**src/design/i2cm_pkg.sv**
```systemverilog
`timescale 1ns / 1ps
// ----------------------------------------------------------------------------
// i2cm_pkg
// Shared types and constants of the I2C master byte engine: command codes,
// the classified command item, the result item and the configuration set.
// ----------------------------------------------------------------------------
package i2cm_pkg;

   // Command codes as they arrive on the mode field.
   localparam logic [2:0] MODE_START     = 3'd0;
   localparam logic [2:0] MODE_WRITE     = 3'd1;
   localparam logic [2:0] MODE_READ_ACK  = 3'd2;
   localparam logic [2:0] MODE_READ_NACK = 3'd3;
   localparam logic [2:0] MODE_STOP      = 3'd4;

   // Configuration register indexes.
   localparam logic [1:0] CSR_HALF_DELAY = 2'd0;
   localparam logic [1:0] CSR_ACK_SETTLE = 2'd1;
   localparam logic [1:0] CSR_HOLD       = 2'd2;

   localparam int unsigned HALF_WIDTH = 16;
   localparam int unsigned HOLD_WIDTH = 24;

   // Two-entry queues: one pointer bit, a count that can hold the depth.
   localparam int unsigned QUEUE_DEPTH = 2;
   localparam int unsigned PTR_WIDTH   = $clog2(QUEUE_DEPTH);
   localparam int unsigned CNT_WIDTH   = $clog2(QUEUE_DEPTH + 1);

   // Classified command: no command, or one of the five known kinds.
   typedef enum logic [2:0] {
      CMD_NONE,
      CMD_START,
      CMD_WRITE,
      CMD_READ_ACK,
      CMD_READ_NACK,
      CMD_STOP
   } cmd_kind_type;

   typedef struct packed {
      cmd_kind_type kind;
      logic [7:0]   tx_byte;
      logic         hold_after;
      logic         sda_in;
      logic         scl_in;
   } item_type;

   typedef struct packed {
      logic       scl_pull_low;
      logic       sda_pull_low;
      logic       busy_res;
      logic       done_res;
      logic       ack_ok;
      logic [7:0] rx_byte;
   } rsp_type;

   typedef struct packed {
      logic [HALF_WIDTH-1:0] half_delay_ticks;
      logic [HALF_WIDTH-1:0] ack_settle_ticks;
      logic [HOLD_WIDTH-1:0] hold_ticks;
   } cfg_type;

endpackage

```
**src/design/i2cm_front.sv**
```systemverilog
`timescale 1ns / 1ps
// ----------------------------------------------------------------------------
// i2cm_front
// Accepts tick items, decodes the command field into a command kind and
// keeps them in a two-entry queue until the bus engine takes them.
// ----------------------------------------------------------------------------
module i2cm_front (
   input  logic                clock,
   input  logic                reset,
   input  logic                push,
   output logic                full,
   input  logic                cmd_valid,
   input  logic [2:0]          mode,
   input  logic [7:0]          tx_byte,
   input  logic                hold_after,
   input  logic                sda_in,
   input  logic                scl_in,
   input  logic                take,
   output logic                item_valid,
   output i2cm_pkg::item_type  item
);

   i2cm_pkg::item_type                      queue_ff [i2cm_pkg::QUEUE_DEPTH];
   logic [i2cm_pkg::PTR_WIDTH-1:0]          wr_ptr_ff, wr_ptr_in;
   logic [i2cm_pkg::PTR_WIDTH-1:0]          rd_ptr_ff, rd_ptr_in;
   logic [i2cm_pkg::CNT_WIDTH-1:0]          count_ff, count_in;
   i2cm_pkg::cmd_kind_type                  kind;
   i2cm_pkg::item_type                      new_item;
   logic                                    do_push, do_pop;

   // Invalid ticks and unknown modes both become "no command".
   always_comb begin
      kind = i2cm_pkg::CMD_NONE;
      if (cmd_valid) begin
         unique case (mode)
            i2cm_pkg::MODE_START:     kind = i2cm_pkg::CMD_START;
            i2cm_pkg::MODE_WRITE:     kind = i2cm_pkg::CMD_WRITE;
            i2cm_pkg::MODE_READ_ACK:  kind = i2cm_pkg::CMD_READ_ACK;
            i2cm_pkg::MODE_READ_NACK: kind = i2cm_pkg::CMD_READ_NACK;
            i2cm_pkg::MODE_STOP:      kind = i2cm_pkg::CMD_STOP;
            default:                  kind = i2cm_pkg::CMD_NONE;
         endcase
      end
   end

   assign new_item = '{kind: kind, tx_byte: tx_byte, hold_after: hold_after,
                       sda_in: sda_in, scl_in: scl_in};

   assign full       = (count_ff == i2cm_pkg::CNT_WIDTH'(i2cm_pkg::QUEUE_DEPTH));
   assign item_valid = (count_ff != '0);
   assign item       = queue_ff[rd_ptr_ff];
   assign do_push    = push && !full;
   assign do_pop     = take && item_valid;

   always_comb begin
      wr_ptr_in = do_push ? wr_ptr_ff + 1'b1 : wr_ptr_ff;
      rd_ptr_in = do_pop  ? rd_ptr_ff + 1'b1 : rd_ptr_ff;
      count_in  = count_ff;
      if (do_push && !do_pop) begin
         count_in = count_ff + 1'b1;
      end else if (do_pop && !do_push) begin
         count_in = count_ff - 1'b1;
      end
   end

   always_ff @(posedge clock) begin
      if (reset) begin
         wr_ptr_ff <= '0;
         rd_ptr_ff <= '0;
         count_ff  <= '0;
      end else begin
         wr_ptr_ff <= wr_ptr_in;
         rd_ptr_ff <= rd_ptr_in;
         count_ff  <= count_in;
      end
   end

   always_ff @(posedge clock) begin
      if (do_push) begin
         queue_ff[wr_ptr_ff] <= new_item;
      end
   end

endmodule

```
**src/design/i2cm_core.sv**
```systemverilog
`timescale 1ns / 1ps
// ----------------------------------------------------------------------------
// i2cm_core
// Bus sequencer: advances the SCL/SDA phase machine by one tick per item it
// takes and produces one result item per tick.
// ----------------------------------------------------------------------------
module i2cm_core #(
   parameter int unsigned WAIT_WIDTH = 24
) (
   input  logic               clock,
   input  logic               reset,
   input  i2cm_pkg::cfg_type  cfg,
   input  logic               step,
   input  i2cm_pkg::item_type item,
   output i2cm_pkg::rsp_type  rsp
);

   typedef enum logic [4:0] {
      PH_IDLE, PH_ST1, PH_ST2, PH_W_DATA, PH_W_HIGH, PH_W_LOW, PH_W_ACK,
      PH_W_END, PH_W_HOLD, PH_R_HIGH, PH_R_LOW, PH_RA_HIGH, PH_RA_LOW,
      PH_RN_HIGH, PH_RN_LOW, PH_RN_REL, PH_RN_WAIT, PH_SP1, PH_SP2
   } phase_type;

   typedef enum logic [1:0] {
      DLY_HALF,
      DLY_ACK,
      DLY_HOLD
   } delay_sel_type;

   // Delays are at most 24 bits; one more bit keeps the sum of half delay
   // and settle time without overflow.
   localparam int unsigned DLY_WIDTH = i2cm_pkg::HOLD_WIDTH + 1;
   localparam int unsigned CMP_WIDTH = WAIT_WIDTH + DLY_WIDTH;

   phase_type               phase_ff, phase_in;
   logic [3:0]              bit_count_ff, bit_count_in;
   logic [WAIT_WIDTH-1:0]   wait_ff, wait_in;
   logic [7:0]              shift_ff, shift_in;
   i2cm_pkg::cmd_kind_type  kind_ff, kind_in;
   logic                    hold_ff, hold_in;
   logic                    scl_ff, scl_in;
   logic                    sda_ff, sda_in;
   logic                    ack_ff, ack_in;
   logic [7:0]              rx_ff, rx_in;
   logic                    done_in;

   logic [i2cm_pkg::HALF_WIDTH-1:0] half;
   logic [3:0]                      bit_next;
   logic                            load_wait;
   delay_sel_type                   delay_sel;
   logic [DLY_WIDTH-1:0]            delay;
   logic [DLY_WIDTH-1:0]            delay_m1;
   logic [CMP_WIDTH-1:0]            delay_ext;
   logic [CMP_WIDTH-1:0]            wait_max;
   logic [WAIT_WIDTH-1:0]           wait_load;

   // A half delay of zero behaves as one tick.
   assign half     = (cfg.half_delay_ticks == '0) ? i2cm_pkg::HALF_WIDTH'(1)
                                                  : cfg.half_delay_ticks;
   assign bit_next = bit_count_ff + 4'd1;

   // Phase length in ticks, minus the entry tick, saturated to the counter.
   always_comb begin
      case (delay_sel)
         DLY_ACK:  delay = DLY_WIDTH'(half) + DLY_WIDTH'(cfg.ack_settle_ticks);
         DLY_HOLD: delay = DLY_WIDTH'(cfg.hold_ticks);
         default:  delay = DLY_WIDTH'(half);
      endcase
   end

   assign delay_m1  = delay - DLY_WIDTH'(1);
   assign delay_ext = CMP_WIDTH'(delay_m1);
   assign wait_max  = CMP_WIDTH'({WAIT_WIDTH{1'b1}});
   assign wait_load = (delay_ext > wait_max) ? {WAIT_WIDTH{1'b1}}
                                             : delay_ext[WAIT_WIDTH-1:0];

   always_comb begin
      phase_in     = phase_ff;
      bit_count_in = bit_count_ff;
      wait_in      = wait_ff;
      shift_in     = shift_ff;
      kind_in      = kind_ff;
      hold_in      = hold_ff;
      scl_in       = scl_ff;
      sda_in       = sda_ff;
      ack_in       = ack_ff;
      rx_in        = rx_ff;
      done_in      = 1'b0;
      load_wait    = 1'b0;
      delay_sel    = DLY_HALF;

      if (phase_ff == PH_IDLE) begin
         if (item.kind != i2cm_pkg::CMD_NONE) begin
            kind_in      = item.kind;
            bit_count_in = '0;
            load_wait    = 1'b1;
            case (item.kind)
               i2cm_pkg::CMD_START: begin
                  scl_in   = 1'b0;
                  sda_in   = 1'b1;
                  phase_in = PH_ST1;
               end
               i2cm_pkg::CMD_WRITE: begin
                  shift_in = item.tx_byte;
                  hold_in  = item.hold_after;
                  sda_in   = !item.tx_byte[7];
                  phase_in = PH_W_DATA;
               end
               i2cm_pkg::CMD_STOP: begin
                  sda_in   = 1'b1;
                  phase_in = PH_SP1;
               end
               default: begin
                  shift_in = '0;
                  sda_in   = 1'b0;
                  scl_in   = 1'b0;
                  phase_in = PH_R_HIGH;
               end
            endcase
         end
      end else if (phase_ff == PH_RN_WAIT) begin
         // Slave may stretch the clock: wait for SCL to come back high.
         if (item.scl_in) begin
            rx_in    = shift_ff;
            phase_in = PH_IDLE;
            done_in  = 1'b1;
         end
      end else if (wait_ff != '0) begin
         wait_in = wait_ff - 1'b1;
      end else begin
         unique case (phase_ff)
            PH_ST1: begin
               scl_in    = 1'b1;
               phase_in  = PH_ST2;
               load_wait = 1'b1;
            end
            PH_W_DATA: begin
               scl_in    = 1'b0;
               phase_in  = PH_W_HIGH;
               load_wait = 1'b1;
            end
            PH_W_HIGH: begin
               scl_in    = 1'b1;
               shift_in  = {shift_ff[6:0], 1'b0};
               phase_in  = PH_W_LOW;
               load_wait = 1'b1;
            end
            PH_W_LOW: begin
               bit_count_in = bit_next;
               load_wait    = 1'b1;
               if (bit_next < 4'd8) begin
                  sda_in   = !shift_ff[7];
                  phase_in = PH_W_DATA;
               end else begin
                  sda_in    = 1'b0;
                  scl_in    = 1'b0;
                  phase_in  = PH_W_ACK;
                  delay_sel = DLY_ACK;
               end
            end
            PH_W_ACK: begin
               if (item.sda_in) begin
                  ack_in   = 1'b0;
                  phase_in = PH_IDLE;
                  done_in  = 1'b1;
               end else begin
                  ack_in    = 1'b1;
                  scl_in    = 1'b1;
                  sda_in    = 1'b1;
                  phase_in  = PH_W_END;
                  load_wait = 1'b1;
               end
            end
            PH_W_END: begin
               if (hold_ff && (cfg.hold_ticks != '0)) begin
                  phase_in  = PH_W_HOLD;
                  load_wait = 1'b1;
                  delay_sel = DLY_HOLD;
               end else begin
                  phase_in = PH_IDLE;
                  done_in  = 1'b1;
               end
            end
            PH_R_HIGH: begin
               shift_in  = {shift_ff[6:0], item.sda_in};
               scl_in    = 1'b1;
               phase_in  = PH_R_LOW;
               load_wait = 1'b1;
            end
            PH_R_LOW: begin
               bit_count_in = bit_next;
               scl_in       = 1'b0;
               load_wait    = 1'b1;
               if (bit_next < 4'd8) begin
                  phase_in = PH_R_HIGH;
               end else if (kind_ff == i2cm_pkg::CMD_READ_ACK) begin
                  sda_in   = 1'b1;
                  phase_in = PH_RA_HIGH;
               end else begin
                  sda_in   = 1'b0;
                  phase_in = PH_RN_HIGH;
               end
            end
            PH_RA_HIGH: begin
               scl_in    = 1'b1;
               phase_in  = PH_RA_LOW;
               load_wait = 1'b1;
            end
            PH_RA_LOW: begin
               sda_in   = 1'b0;
               rx_in    = shift_ff;
               phase_in = PH_IDLE;
               done_in  = 1'b1;
            end
            PH_RN_HIGH: begin
               scl_in    = 1'b1;
               phase_in  = PH_RN_LOW;
               load_wait = 1'b1;
            end
            PH_RN_LOW: begin
               scl_in    = 1'b0;
               phase_in  = PH_RN_REL;
               load_wait = 1'b1;
            end
            PH_RN_REL: begin
               if (item.scl_in) begin
                  rx_in    = shift_ff;
                  phase_in = PH_IDLE;
                  done_in  = 1'b1;
               end else begin
                  phase_in = PH_RN_WAIT;
               end
            end
            PH_SP1: begin
               scl_in    = 1'b0;
               phase_in  = PH_SP2;
               load_wait = 1'b1;
            end
            PH_SP2: begin
               sda_in   = 1'b0;
               phase_in = PH_IDLE;
               done_in  = 1'b1;
            end
            default: begin
               // End of the start condition or of a hold.
               phase_in = PH_IDLE;
               done_in  = 1'b1;
            end
         endcase
      end

      if (load_wait) begin
         wait_in = wait_load;
      end
   end

   always_ff @(posedge clock) begin
      if (reset) begin
         phase_ff     <= PH_IDLE;
         bit_count_ff <= '0;
         wait_ff      <= '0;
         shift_ff     <= '0;
         kind_ff      <= i2cm_pkg::CMD_NONE;
         hold_ff      <= 1'b0;
         scl_ff       <= 1'b0;
         sda_ff       <= 1'b0;
         ack_ff       <= 1'b0;
         rx_ff        <= '0;
      end else if (step) begin
         phase_ff     <= phase_in;
         bit_count_ff <= bit_count_in;
         wait_ff      <= wait_in;
         shift_ff     <= shift_in;
         kind_ff      <= kind_in;
         hold_ff      <= hold_in;
         scl_ff       <= scl_in;
         sda_ff       <= sda_in;
         ack_ff       <= ack_in;
         rx_ff        <= rx_in;
      end
   end

   // Result of this tick, taken by the result queue together with step.
   assign rsp = '{scl_pull_low: scl_in, sda_pull_low: sda_in,
                  busy_res: (phase_in != PH_IDLE), done_res: done_in,
                  ack_ok: ack_in, rx_byte: rx_in};

endmodule

```
**src/design/i2cm_rsp_queue.sv**
```systemverilog
`timescale 1ns / 1ps
// ----------------------------------------------------------------------------
// i2cm_rsp_queue
// Two-entry result queue between the bus engine and the result port.
// ----------------------------------------------------------------------------
module i2cm_rsp_queue (
   input  logic               clock,
   input  logic               reset,
   input  logic               wr_en,
   input  i2cm_pkg::rsp_type  wr_data,
   output logic               full,
   output logic               empty,
   input  logic               pop,
   output i2cm_pkg::rsp_type  rd_data
);

   i2cm_pkg::rsp_type                 queue_ff [i2cm_pkg::QUEUE_DEPTH];
   logic [i2cm_pkg::PTR_WIDTH-1:0]    wr_ptr_ff, wr_ptr_in;
   logic [i2cm_pkg::PTR_WIDTH-1:0]    rd_ptr_ff, rd_ptr_in;
   logic [i2cm_pkg::CNT_WIDTH-1:0]    count_ff, count_in;
   logic                              do_push, do_pop;

   assign full    = (count_ff == i2cm_pkg::CNT_WIDTH'(i2cm_pkg::QUEUE_DEPTH));
   assign empty   = (count_ff == '0);
   assign rd_data = queue_ff[rd_ptr_ff];
   assign do_push = wr_en && !full;
   assign do_pop  = pop && !empty;

   always_comb begin
      wr_ptr_in = do_push ? wr_ptr_ff + 1'b1 : wr_ptr_ff;
      rd_ptr_in = do_pop  ? rd_ptr_ff + 1'b1 : rd_ptr_ff;
      count_in  = count_ff;
      if (do_push && !do_pop) begin
         count_in = count_ff + 1'b1;
      end else if (do_pop && !do_push) begin
         count_in = count_ff - 1'b1;
      end
   end

   always_ff @(posedge clock) begin
      if (reset) begin
         wr_ptr_ff <= '0;
         rd_ptr_ff <= '0;
         count_ff  <= '0;
      end else begin
         wr_ptr_ff <= wr_ptr_in;
         rd_ptr_ff <= rd_ptr_in;
         count_ff  <= count_in;
      end
   end

   always_ff @(posedge clock) begin
      if (do_push) begin
         queue_ff[wr_ptr_ff] <= wr_data;
      end
   end

endmodule

```
**src/design/i2c_master_byte_engine.sv**
```systemverilog
`timescale 1ns / 1ps
// An accepted item waits in the front queue until the bus engine steps it; its
// result is then written into the result queue, whose head drives the rsp_ ports
// and can be popped, when neither queue is backed up.
// Throughput: one item per cycle while the result queue has a free slot, set by the single-tick step of the bus engine.
// Reset (synchronous, active high) empties both queues, returns the engine to
// idle with both bus lines released and loads the register defaults.
// ----------------------------------------------------------------------------
// i2c_master_byte_engine
// Open-drain I2C master byte engine. Each input item is one timing tick that
// carries an optional command and the sampled bus levels; each tick yields one
// result item with the line drives and status.
// ----------------------------------------------------------------------------
module i2c_master_byte_engine #(
   parameter int unsigned WAIT_WIDTH = 24
) (
   input  logic        clock,
   input  logic        reset,

   // Tick items in.
   input  logic        push,
   output logic        full,
   input  logic        req_cmd_valid,
   input  logic [2:0]  req_mode,
   input  logic [7:0]  req_tx_byte,
   input  logic        req_hold_after,
   input  logic        req_sda_in,
   input  logic        req_scl_in,

   // Result items out.
   output logic        empty,
   input  logic        pop,
   output logic        rsp_scl_pull_low,
   output logic        rsp_sda_pull_low,
   output logic        rsp_busy_res,
   output logic        rsp_done_res,
   output logic        rsp_ack_ok,
   output logic [7:0]  rsp_rx_byte,

   // Register writes.
   input  logic        csr_valid,
   output logic        csr_ready,
   input  logic [1:0]  csr_index,
   input  logic [23:0] csr_data
);

   i2cm_pkg::cfg_type  cfg_ff, cfg_in;
   i2cm_pkg::item_type item;
   i2cm_pkg::rsp_type  core_rsp;
   i2cm_pkg::rsp_type  out_rsp;
   logic               item_valid;
   logic               rsp_full;
   logic               step;

   // Registers are always writable; writes to an unused index are dropped.
   assign csr_ready = 1'b1;

   always_comb begin
      cfg_in = cfg_ff;
      if (csr_valid) begin
         unique case (csr_index)
            i2cm_pkg::CSR_HALF_DELAY:
               cfg_in.half_delay_ticks = csr_data[i2cm_pkg::HALF_WIDTH-1:0];
            i2cm_pkg::CSR_ACK_SETTLE:
               cfg_in.ack_settle_ticks = csr_data[i2cm_pkg::HALF_WIDTH-1:0];
            i2cm_pkg::CSR_HOLD:
               cfg_in.hold_ticks = csr_data[i2cm_pkg::HOLD_WIDTH-1:0];
            default: begin
               cfg_in = cfg_ff;
            end
         endcase
      end
   end

   always_ff @(posedge clock) begin
      if (reset) begin
         cfg_ff.half_delay_ticks <= i2cm_pkg::HALF_WIDTH'(50);
         cfg_ff.ack_settle_ticks <= i2cm_pkg::HALF_WIDTH'(4);
         cfg_ff.hold_ticks       <= i2cm_pkg::HOLD_WIDTH'(1000);
      end else begin
         cfg_ff <= cfg_in;
      end
   end

   // The front queue decouples accepted ticks from the bus engine, so an
   // item is taken even while a result waits for the consumer.
   i2cm_front u_front (
      .clock      (clock),
      .reset      (reset),
      .push       (push),
      .full       (full),
      .cmd_valid  (req_cmd_valid),
      .mode       (req_mode),
      .tx_byte    (req_tx_byte),
      .hold_after (req_hold_after),
      .sda_in     (req_sda_in),
      .scl_in     (req_scl_in),
      .take       (step),
      .item_valid (item_valid),
      .item       (item)
   );

   // The engine advances exactly one tick for every item it takes, and only
   // when the result queue has a free slot for that tick's result.
   assign step = item_valid && !rsp_full;

   i2cm_core #(
      .WAIT_WIDTH (WAIT_WIDTH)
   ) u_core (
      .clock (clock),
      .reset (reset),
      .cfg   (cfg_ff),
      .step  (step),
      .item  (item),
      .rsp   (core_rsp)
   );

   i2cm_rsp_queue u_rsp_queue (
      .clock   (clock),
      .reset   (reset),
      .wr_en   (step),
      .wr_data (core_rsp),
      .full    (rsp_full),
      .empty   (empty),
      .pop     (pop),
      .rd_data (out_rsp)
   );

   assign rsp_scl_pull_low = out_rsp.scl_pull_low;
   assign rsp_sda_pull_low = out_rsp.sda_pull_low;
   assign rsp_busy_res     = out_rsp.busy_res;
   assign rsp_done_res     = out_rsp.done_res;
   assign rsp_ack_ok       = out_rsp.ack_ok;
   assign rsp_rx_byte      = out_rsp.rx_byte;

endmodule

```
**config.mk**
```make
export PLATFORM = sky130hd
export DESIGN_NAME = i2c_master_byte_engine
export DESIGN_NICKNAME = d
export VERILOG_FILES = /design/src/design/i2cm_pkg.sv /design/src/design/i2cm_front.sv /design/src/design/i2cm_core.sv /design/src/design/i2cm_rsp_queue.sv /design/src/design/i2c_master_byte_engine.sv
export SDC_FILE = /design/constraint.sdc
export NUM_CORES = 1
export LEC_CHECK = 0
export ABC_AREA = 1
export BUFFER_PORTS_ARGS = -buffer_cell sky130_fd_sc_hd__buf_2
export CAP_MARGIN = 5
export CORE_MARGIN = 4
export CORE_UTILIZATION = 58
export CTS_BUF_LIST = sky130_fd_sc_hd__clkbuf_4 sky130_fd_sc_hd__clkbuf_8
export CTS_CLUSTER_SIZE = 12
export DETAILED_ROUTE_END_ITERATION = 8
export GPL_TIMING_DRIVEN = 0
export PLACE_DENSITY = 0.76
export SYNTH_ARGS = -nofsm -noshare
export SYNTH_HDL_FRONTEND = slang
export SYNTH_SLANG_ARGS = --single-unit
```
**constraint.sdc**
```tcl
create_clock -name clock -period 10.08 [get_ports clock]
set_input_delay 1.512 -clock clock [delete_from_list [all_inputs] [get_ports clock]]
set_output_delay 1.512 -clock clock [all_outputs]
set_load 0.1 [all_outputs]
```
==> summary by stage <==
Floorplanning
The floorplan step defined a die boundary enclosing 21100 um^2. The floorplan has 49 rows. The placeable core area is about 18000 um^2.

62 I/O pins were placed. The initial utilization of the core area, before any placement, comes to 59.9%. Measured along the x axis, the die boundary spans 145 um.

The floorplan step set the die height to around 150 um.

Worst setup path
At the worst endpoint, the required time is roughly 11 ns. The depth of the worst register-to-register path is 40. The startpoint-to-endpoint class of the critical path is register to register. Broken down by cell family, the worst path's largest delay share belongs to simple AND/OR/NAND/NOR gates. STA classifies the critical path startpoint as a register. The endpoint identified for the worst register-to-register timing path is u_core.wait_ff[17]. The most frequent cell on the critical path is nand2_1. Along the worst path, the maximum fanout reaches 10.

The count of buffering cells on the critical path with inverters included is 8. The most critical setup path has its startpoint at u_core.wait_ff[0]. The startpoint identified for the worst register-to-register timing path is u_core.wait_ff[0]. The setup slack of the most critical reg-to-reg path is 4.40 ns. For this design, the slowest cell found on the critical path is dfxtp_1. The data arrival time at the worst-slack endpoint is 6.10 ns. The endpoint class of the critical path is a register. The largest single stage delay on the critical path is 0.34 ns.

Drt
The total wire length is about 30000 um. After detailed routing, the number of vias per cell comes to about 5.6. In the routed design, unresolved DRC markers number 0.

For this block, the via count after detailed routing is 10600. The first TritonRoute pass finished after 6 iterations. After the first detailed-routing iteration, the DRC count stood at 982. The average wire per cell in the routed design is 15.9 um. The remaining antenna violation count after routing is 0.

Final layout
The number of antenna diodes in the final layout is 0. The post-layout instance count excluding filler cells is 1895. The total number of nets in the final design is 1724. The synthesis-to-layout area growth is 9.33%.

At the end of the flow the core is filled with cells to 65.5%. The finished cells cover approximately 12000 um^2. In the final layout, the share of cells above drive strength 1 is 12.9%.

Timing
The final number of max-transition violations was 0. The transition time at the pin with the least slew margin is between 1 and 1.5 ns. Setup repair after global routing left no endpoint under its margin. The worst path uses between 50 and 60% of the clock period. Subtracting the final worst setup slack from the clock period gives 5.68 ns. The clock tree skew after final layout is 0.0156 ns. The final worst setup slack is about 4.4 ns. Derived from the worst setup path, the maximum achievable clock frequency is 176 MHz.

The worst pin sits at a relative slew slack of 20.8%. The hold violation total from the final report is 0. The post-route setup TNS is 0 ns. The total of endpoints with negative setup slack in the final report is 0.

Min path
The hold path startpoint is u_front.rd_ptr_ff. The worst hold endpoint is u_front.rd_ptr_ff. The number of cells traversed by the worst hold path is 1.

The worst min-delay path category is register to register.

Global routing
The initial antenna violation count is 0. The via count of the first global-routing pass is 9959. The leftover overflow at the end of global routing is 0. The overall fraction of global-route tracks in use is 28.6%. The first global-routing pass estimated 49300 um of wire. The pin count of the biggest net entering global routing is 22.

Synthesis
Yosys attributes the largest share of cell area to dfxtp_1 (22%), edfxtp_1 (15%), nand2_1 (12%). The library cell with the largest summed area after synthesis is dfxtp_1. The sequential share of the synthesized area is 37.2%. In the synthesized netlist, the number of instances is 1574. The synthesized netlist net count is between 1500 and 2000. The mean instance size in the synthesized netlist is between 6 and 7 um^2.

The most used flip-flop cell after synthesis is dfxtp_1. The Yosys step of the flow raised 0 warnings. The count of flip-flops with a built-in enable after synthesis is 54.

The fraction of registers with async set/reset is 0%. In this run the cell area of the synthesized design comes to 10900 um^2. The area share of the largest cell type after synthesis is between 20% and 30%.

The number of distinct library cells after synthesis is 54. Counting flops and latches in the post-synthesis netlist gives ~180.

Clock tree
After clock tree synthesis, the clock-pin slew on the worst setup and hold paths is 0.12 ns. For this design, the CTS-stage hold fixing added 0 buffers. The H-tree generated during clock tree synthesis spans 4 levels. The clock tree buffer depth is 2.

Buffers inserted during clock tree synthesis total 17. The sink count of the clock tree is 176. The clock tree root driver cell is clkbuf_8.

The TritonCTS clock tree is done. At the later pin of the worst-skew pair, clock insertion delay measures 0.49 ns. In this run the post-CTS setup repair buffer count came out at 0. Gates resized during post-CTS repair numbered 0.

Placement
Summing all placed instances gives a cell area of 11500 um^2. After detailed placement, the design holds a cell count of 1863. Before CTS, the worst setup slack after placement is 4.53 ns. The HPWL after detailed placement is 23400 um. The count of input and output buffers is 60. At the end of routability-driven placement, the weighted congestion stood at 0.951.

Status
The run finished with clean final reports.

Run
The number of maximum-capacitance violations is 0.

Power
Summed over all cells, the static leakage comes to 5.44 nW. In this run the power density over the cells is 293 nW/um^2. VDD sags by at most 241 uV.
[placed cells by master, fill, tap and decap left out, types with 24 or more instances in the layout]
| master | instances |
|---|---|
| a21oi_1 | 120 |
| o21ai_0 | 100 |
| ha_1 | 24 |
| buf_2 | 71 |
| dfxtp_1 | 122 |
| nand2_1 | 344 |
| nor2_1 | 210 |
| nand2_2 | 25 |
| clkbuf_1 | 45 |
| nand3_1 | 86 |
| edfxtp_1 | 54 |
| inv_1 | 198 |
[synth_stat cells, drive strengths merged, types with 4 or more instances]
master and number:
xnor2 7, nand3b 9, nor4 9, o32ai 6, nand4 20, ha 24
or2 5, inv 209, o22ai 4, xor2 13, o211ai 15, nand3 102
nand2 374, clkbuf 45, mux2 13, a21oi 131, nor3 19, dfxtp 122
nor2 227, edfxtp 54, buf 19, o21ai 109, a31oi 7, o221ai 9
[metrics by stage]
| stage | power, mW | hold slack (ns) |
|---|---|---|
| floorplan | 2.51 | 0.426 |
| global placement | 2.93 | 0.439 |
| detailed placement | 2.96 | 0.454 |
| CTS | 3.48 | 0.469 |
| global route | 3.75 | 0.489 |
| finish | 3.49 | 0.467 |
[per-layer routing]
layer / up-vias / global-route usage, % / wire [um]
li1: 5310 / - / -
met1: 4803 / 36.0 / 12700
met2: 377 / 48.8 / 14400
met3: 87 / 5.11 / 1830
met4: 0 / 11.7 / 1170
met5: - / 0 / 0
[final cells by class]
class / instances / area [um^2]
buffer: 64 / 280
clock buffer: 17 / 234
clock inverter: 15 / 198
fill: 1659 / 6280
inverter: 212 / 797
multi-input combinational: 1122 / 5770
sequential: 176 / 4060
tap: 229 / 287
timing repair buffer: 60 / 300
[where the power goes]
group          switching (mW)  total [mW]  internal, mW
clock                   0.323       0.519         0.196
sequential              0.120        1.07         0.946
combinational            1.36        1.91         0.551
[registers in the layout, indices dropped and copies added (netlist names), 2 cells and up, named ones only]
name	count
u_rsp_queue.count_ff	2
u_rsp_queue.queue_ff	26
u_front.queue_ff	28
u_core.wait_ff	24
u_core.shift_ff	8
u_core.bit_count_ff	4
cfg_ff	56
u_front.count_ff	2
u_core.phase_ff	5
u_core.rx_ff	8
u_core.kind_ff	3
[logic make-up (layout without fill, tap and decap cells)]
logic type	count (synthesis)	in the layout	synth area share (%)
AND/OR/NAND/NOR	770	770	31.7
other	1	1	0.0344
XOR/XNOR	20	20	1.61
buffers and inverters	276	368	9.87
flip-flops	176	176	37.2
AO/OA/AOI/OAI	291	291	15.0
adder cells (fa/ha/maj)	25	25	2.94
multiplexers	15	15	1.53
[how the worst max path moves through the flow]
stage / endpoint / cells after the start
floorplan: u_core.wait_ff[13] / 40
global placement: u_core.wait_ff[17] / 38
detailed placement: u_core.wait_ff[17] / 40
CTS: u_core.wait_ff[17] / 40
global route: u_core.wait_ff[17] / 40
finish: u_core.wait_ff[17] / 40
Power figures use the tool's default switching activity.
